`src/izn_pkg.sv`:
```
// Shared constants, types and saturation helper for the Izhikevich neuron update.
package izn_pkg;

	localparam int FRAC_BITS    = 16;
	localparam int SUBSTEPS_DEF = 4;
	localparam int STEP_W       = 19;
	localparam int STEP_RESET   = 65536;

	localparam int K004_INT = ((4 << FRAC_BITS) + 50) / 100;
	localparam int K004_W   = $clog2(K004_INT + 1) + 1;
	localparam logic signed [K004_W-1:0] K004 = K004_W'(K004_INT);
	localparam logic signed [31:0] K140 = 32'(140 << FRAC_BITS);
	localparam logic signed [31:0] K30  = 32'(30 << FRAC_BITS);

	// product widths inside a substep cell
	localparam int VV_W  = 64;
	localparam int SQ_W  = VV_W - FRAC_BITS;
	localparam int QP_W  = SQ_W + K004_W;
	localparam int SUM_W = QP_W - FRAC_BITS + 3;
	localparam int BV_W  = 18 + 32;
	localparam int DIF_W = BV_W - FRAC_BITS + 1;
	localparam int DU_W  = DIF_W + 18;
	localparam int XH_W  = 32 + STEP_W + 1;

	typedef struct packed {
		logic signed [31:0] v;
		logic signed [31:0] u;
		logic signed [31:0] cur;
		logic        [16:0] a;
		logic signed [17:0] b;
		logic signed [23:0] c;
		logic        [20:0] d;
	} izn_nrn_t;

	function automatic logic signed [31:0] sat32(input logic signed [63:0] x);
		if (x > 64'sd2147483647) begin
			return 32'sh7fffffff;
		end else if (x < -64'sd2147483648) begin
			return 32'sh80000000;
		end else begin
			return x[31:0];
		end
	endfunction

endpackage

```
`src/izn_out.sv`:
```
// Spike test and reset, followed by an output register with a skid slot.
module izn_out (
	input  logic              clk,
	input  logic              arst_n,
	input  logic              vld_i,
	input  izn_pkg::izn_nrn_t nrn_i,
	output logic              up_ready,
	output logic              m_tvalid,
	input  logic              m_tready,
	output logic [63:0]       m_tdata,
	output logic [0:0]        m_tuser
);

	typedef struct packed {
		logic signed [31:0] v;
		logic signed [31:0] u;
		logic               spk;
	} izn_res_t;

	izn_res_t res, out_q, skid_q;
	logic     out_vld_q, skid_vld_q, up_fire, take;

	always_comb begin
		res.spk = (nrn_i.v >= izn_pkg::K30);
		res.v   = res.spk ? 32'(nrn_i.c) : nrn_i.v;
		res.u   = res.spk ? izn_pkg::sat32(64'(nrn_i.u) + 64'(signed'({1'b0, nrn_i.d})))
			: nrn_i.u;
	end

	assign up_ready = !skid_vld_q;
	assign up_fire  = vld_i && up_ready;
	assign take     = m_tready || !out_vld_q;

	always_ff @(posedge clk or negedge arst_n) begin
		if (!arst_n) begin
			out_vld_q  <= 1'b0;
			skid_vld_q <= 1'b0;
		end else if (take) begin
			out_vld_q  <= skid_vld_q || up_fire;
			skid_vld_q <= 1'b0;
		end else if (up_fire) begin
			skid_vld_q <= 1'b1;
		end
	end

	always_ff @(posedge clk) begin
		if (take) begin
			out_q <= skid_vld_q ? skid_q : res;
		end else if (up_fire) begin
			skid_q <= res;
		end
	end

	assign m_tvalid = out_vld_q;
	assign m_tdata  = {out_q.u, out_q.v};
	assign m_tuser  = out_q.spk;

endmodule

```
`config.mk`:
```
export PLATFORM = sky130hd
export DESIGN_NAME = izn_out
export DESIGN_NICKNAME = d
export VERILOG_FILES = /design/src/izn_pkg.sv /design/src/izn_out.sv
export SDC_FILE = /design/constraint.sdc
export NUM_CORES = 1
export LEC_CHECK = 0
export BUFFER_PORTS_ARGS = -buffer_cell sky130_fd_sc_hd__buf_2
export CAP_MARGIN = 20
export CORE_UTILIZATION = 37
export CTS_BUF_LIST = sky130_fd_sc_hd__clkbuf_2 sky130_fd_sc_hd__clkbuf_4 sky130_fd_sc_hd__clkbuf_8
export CTS_CLUSTER_DIAMETER = 50
export DETAILED_ROUTE_END_ITERATION = 16
export SKIP_CTS_REPAIR_TIMING = 1
export SYNTH_ARGS = -nofsm -noshare
export SYNTH_HDL_FRONTEND = slang
export SYNTH_SLANG_ARGS = --single-unit
```
`constraint.sdc`:
```
create_clock -name clk -period 18 [get_ports clk]
set_input_delay 1.8 -clock clk [delete_from_list [all_inputs] [get_ports clk]]
set_output_delay 1.8 -clock clk [all_outputs]
set_load 0.02 [all_outputs]
```
== Word-level counts from Yosys, hierarchy flattened ==
Cells that the tools add are included.
Storage, ports and cells
  bits of input ports: 180
  flip-flop bits (word level): 132
  output and inout bits: 67
Cells by class
  multiplexer cells: 7
  $add $sub $neg: 1
  bitwise gates (word level): 1
  magnitude comparators: 3
  reductions and logical operators: 7
Operators by type and width (count)
  two-way mux 32 bit: 4
  two-way mux 65 bit: 1
  adder 32 x 22 -> 33 bit: 1
  greater-than comparator 33 x 32 -> 1 bit (second input constant): 1
  less-than comparator 33 x 32 -> 1 bit (second input constant): 1
  greater-or-equal comparator 32 x 22 -> 1 bit (second input constant): 1
  logical NOT 1 bit: 2
  logical OR 1 bit: 2
  two-way mux 1 bit: 2
  AND reduction 2 bit: 1
  nonzero test 2 bit: 1
  logical AND 1 bit: 1
  inverter 1 bit: 1

== Logic depth before layout (Yosys ltp) ==
  word-level depth: 6
  mapped depth: 12

== Least setup slack after synthesis ==
Ideal clock, no wire load.
  path kind: input to register
  start: in m_tready
  end: reg skid_q[0] in the netlist's numbering (enable)
  cell stages on the path: 2
  arrival: 8284 ps
  library setup time: 582 ps
  setup slack: 9134 ps
  cell sequence: nand2b_1 > nor3b_1
On the way
  word-level cells in the longest chain between the ends: 3
RTL lines
  from (decl): RTL line izn_out.sv:9  | input logic m_tready,
  logical OR 1 bit: RTL line izn_out.sv:32  | assign take = m_tready || !out_vld_q;
  inverter 1 bit (no source line)
  AND reduction 2 bit (no source line)
  to (signal assigned): RTL line izn_out.sv:50  | skid_q <= res;
  to (decl): RTL line izn_out.sv:20  | izn_res_t res, out_q, skid_q;
Every way passes these cells.
A chain may end at the register's enable or synchronous reset.

== Worst setup path after layout ==
  start: in nrn_i[0] in the netlist's numbering
  end: reg out_q (netlist bit m_tdata[62]) (data pin)
On the way
  word-level cells in the longest chain between the ends: 6
  elaborated cells between the ends (all ways): 7
  classes of those cells: 1 x add/sub; 2 x order compare; 4 x mux
RTL lines
  from (decl): RTL line izn_out.sv:6  | input izn_pkg::izn_nrn_t nrn_i,
  adder 32 x 22 -> 33 bit (*): RTL line izn_out.sv:26  | res.u = res.spk ? izn_pkg::sat32(64'(nrn_i.u) + 64'(signed'({1'b0, nrn_i.d})))
  less-than comparator 33 x 32 -> 1 bit: RTL line izn_pkg.sv:38  | end else if (x < -64'sd2147483648) begin
  two-way mux 32 bit: RTL line izn_pkg.sv:38
  two-way mux 32 bit (*): RTL line izn_pkg.sv:36  | if (x > 64'sd2147483647) begin
  two-way mux 32 bit (*): RTL line izn_out.sv:26
  two-way mux 65 bit (*): RTL line izn_out.sv:48  | out_q <= skid_vld_q ? skid_q : res;
  to (signal assigned): RTL line izn_out.sv:48
  to (decl): RTL line izn_out.sv:20
Mark *: on every way between the ends. The rest lies on a longest branch, timed or not.

==> impl_metrics.toml <==
[sta]
fmax_ghz = 0.224
finalSetupViolations = 0
grt_setup_unrepaired = "no"
relSlewSlack_pct = 33.8
post-route-min-period_ps = 4450
finalSetupTns_ps = 0
worst_pin_slew_ps = 993
fin_crit_sh_pct = 24.7
clock_skew_ps = 7.56
slew_viol_final = 0
finalHoldViolCount = 0

[synthesis]
syn-num-nets = 798
postSynthCellCount = 596
async_flop_share_pct = 1.52
yosys_register_bits = 132
synth.distinct_cells = 71
synth_area_mm2 = 0.00720
yosysWarnings = 0
avgSynthCellArea_um2 = 12.1
synth-edff-count = 130
synth_top_flop_cell = "edfxtp_1"
ys_seq_area_share_pct = 54.9

[drt]
dr.pass1.iters = 5
drc = 0
drt_iter0_drc = 304
wl_per_cell_um = 16.9
drt-met1-wl_um = 7970
vias = 5438
vias_per_cell = 5.18
drt_wl_total_um = 17700
ant_nets = 0
met3_length_um = 1150
wl_met2_um = 8300
maxUsedRoutingLayer = "met5"

[layout]
layout-drive-gt1-share_pct = 38.5
utilization_pct = 46.7
fillers = 1794
multi_input_area_mm2 = 0.00308
syn2layout_area_growth_pct = 22.5
ff_latch_area_mm2 = 0.00395
final_common_cell = "buf_2"
final_cell_area_mm2 = 0.00882
final_nets = 978
mostFrequentLayoutCells = "buf_2 (179), edfxtp_1 (130), nand2_1 (112)"
final_cells = 1050

[cts]
htreeDepth = 4
clockRootBuffer = "clkbuf_8"
clk_pin_slew_ps = 80
insertion_delay_ps = 440
numCtsBuffers = 17
cts_sinks = 132
cts.path.max_buffers = 2
cts_tree = "done"

[setup_path]
critPathTopFamily = "compound AO/OA/AOI/OAI gates"
start_kind = "input port"
worstSetupStartpoint = "nrn_i[0]"
crit_required_ps = 18190
arrival_ps = 4640
cp_slowest_stage_delay_ps = 420
crit_slowest_cell = "or3_1"
worstPathCellList = "buf_2 > ha_1 > inv_1 > fa_1 > nand2b_1 > a21o_1 > a21oi_1 > a31o_2 > o21ai_1 > or3_1 > a211oi_1 > o31ai_1"
r2r-start = "m_tvalid"
r2r_slack_ps = 15530
cp.buffers_inverters = 2
crit_fanout = 8
critPathCaptureType = "flip-flop"
path_class = "input port to flip-flop"

[placement]
postPlaceCellArea_mm2 = 0.00836
hpwl_um = 11900
gp_congestion = 0.848
dp_cells = 1017
portBuffers = 179

[global_routing]
grt_max_degree = 69
grt_pass1_wl_um = 27800
grt_pass1_vias = 5482
grt_overflow_total = 0
antenna_found_initial = 1
grt_usage_pct = 18.0

[floorplan]
ios = 247
core_area_mm2 = 0.0189
dieArea_mm2 = 0.0200
die_w_um = 142
initial_utilization_pct = 38.1
die_y_um = 142
rows = 50

[power]
p_total_mw = 0.843
leakage_nw = 3.65
power_density_mw_per_mm2 = 95.5
vdd_drop_max_mv = 0.0417

[run]
max-cap-violations = 0

[min_path]
min_from = "skid_q[31]"
hp-class = "flip-flop to flip-flop"

[run_status]
status = "finished, final reports clean"
-- sequential cells by signal (all words and copies together), names as in the netlist --
name        cells
skid_q         65
m_tvalid        1
m_tdata        64
m_tuser         1
skid_vld_q      1
-- logic make-up (layout without fill, tap and decap cells) --
group                      Yosys count  after routing  synth area share, %
AOI/OAI and AO/OA                  121            121                 14.0
muxes                               56             56                 9.31
DFF                                132            132                 54.9
other                                0              1                    0
adders and majority gates           22             22                 3.93
xor gates and xnor gates            16             16                 1.95
buffers and inverters               39            232                 2.50
and+or+nand+nor                    210            210                 13.4
-- power breakdown --
group | total [mW] | switching (mW) | internal [mW]
registers | 0.378 | 0.00614 | 0.372
clock network | 0.293 | 0.126 | 0.167
logic | 0.172 | 0.101 | 0.0710
total | 0.843 | 0.234 | 0.609
-- metrics by stage --
stage / setup WS (ps) / hold slack, ps
global placement: 13220 / 512
finish: 13550 / 535
global route: 13440 / 558
detailed placement: 13200 / 517
CTS: 13670 / 538
floorplan: 9130 / 498
-- worst min-delay path: stages (launching register included) --
cell and delay [ps]:
edfxtp_1 330, nand2_1 50, o31ai_1 50
-- cells in the mapped netlist (4+ instances only) --
library cell | instances | share of area (%)
and3_1 | 12 | 1.0
a21oi_1 | 22 | 1.5
ha_1 | 21 | 3.6
o211ai_1 | 6 | 0.63
nand2b_1 | 5 | 0.43
buf_6 | 4 | 0.63
clkbuf_1 | 13 | 0.68
xnor2_1 | 11 | 1.3
buf_1 | 4 | 0.21
xor2_1 | 5 | 0.61
a21o_1 | 8 | 0.83
o21ai_1 | 5 | 0.35
mux2_2 | 45 | 7.0
and2_1 | 4 | 0.35
o22a_1 | 10 | 1.2
nand4_1 | 5 | 0.43
o22a_4 | 10 | 2.4
mux2_4 | 10 | 2.1
edfxtp_1 | 130 | 54
o31ai_1 | 4 | 0.42
nand2_1 | 112 | 5.8
nor3_1 | 9 | 0.63
o21ai_0 | 8 | 0.56
inv_1 | 14 | 0.73
nor2_1 | 37 | 1.9
a31oi_1 | 4 | 0.35
nand3_1 | 8 | 0.56
-- worst paths after layout --
kind,endpoint,depth (start not counted)
setup reg to reg,skid_q[4],3
hold / removal,m_tdata[62],2
min in group asynchronous,skid_vld_q,1
setup / recovery,m_tdata[62],12
max in group asynchronous,m_tvalid,1
hold reg to reg,m_tdata[62],2
-- per-layer routing --
metal	vias up	global-route usage, %
li1	2603	-
met1	2610	22.3
met2	194	29.8
met4	2	7.58
met3	29	4.66
met5	-	0
-- layout make-up --
class	instances	area share, %
Inverter	15	0.638
Multi-Input combinational cell	425	34.9
Clock inverter	15	2.60
Antenna cell	1	0.0284
Sequential cell	132	44.8
Tap cell	260	3.69
Timing Repair Buffer	185	10.7
Clock buffer	17	2.65
Note: power is estimated with default switching activity, not from simulation.
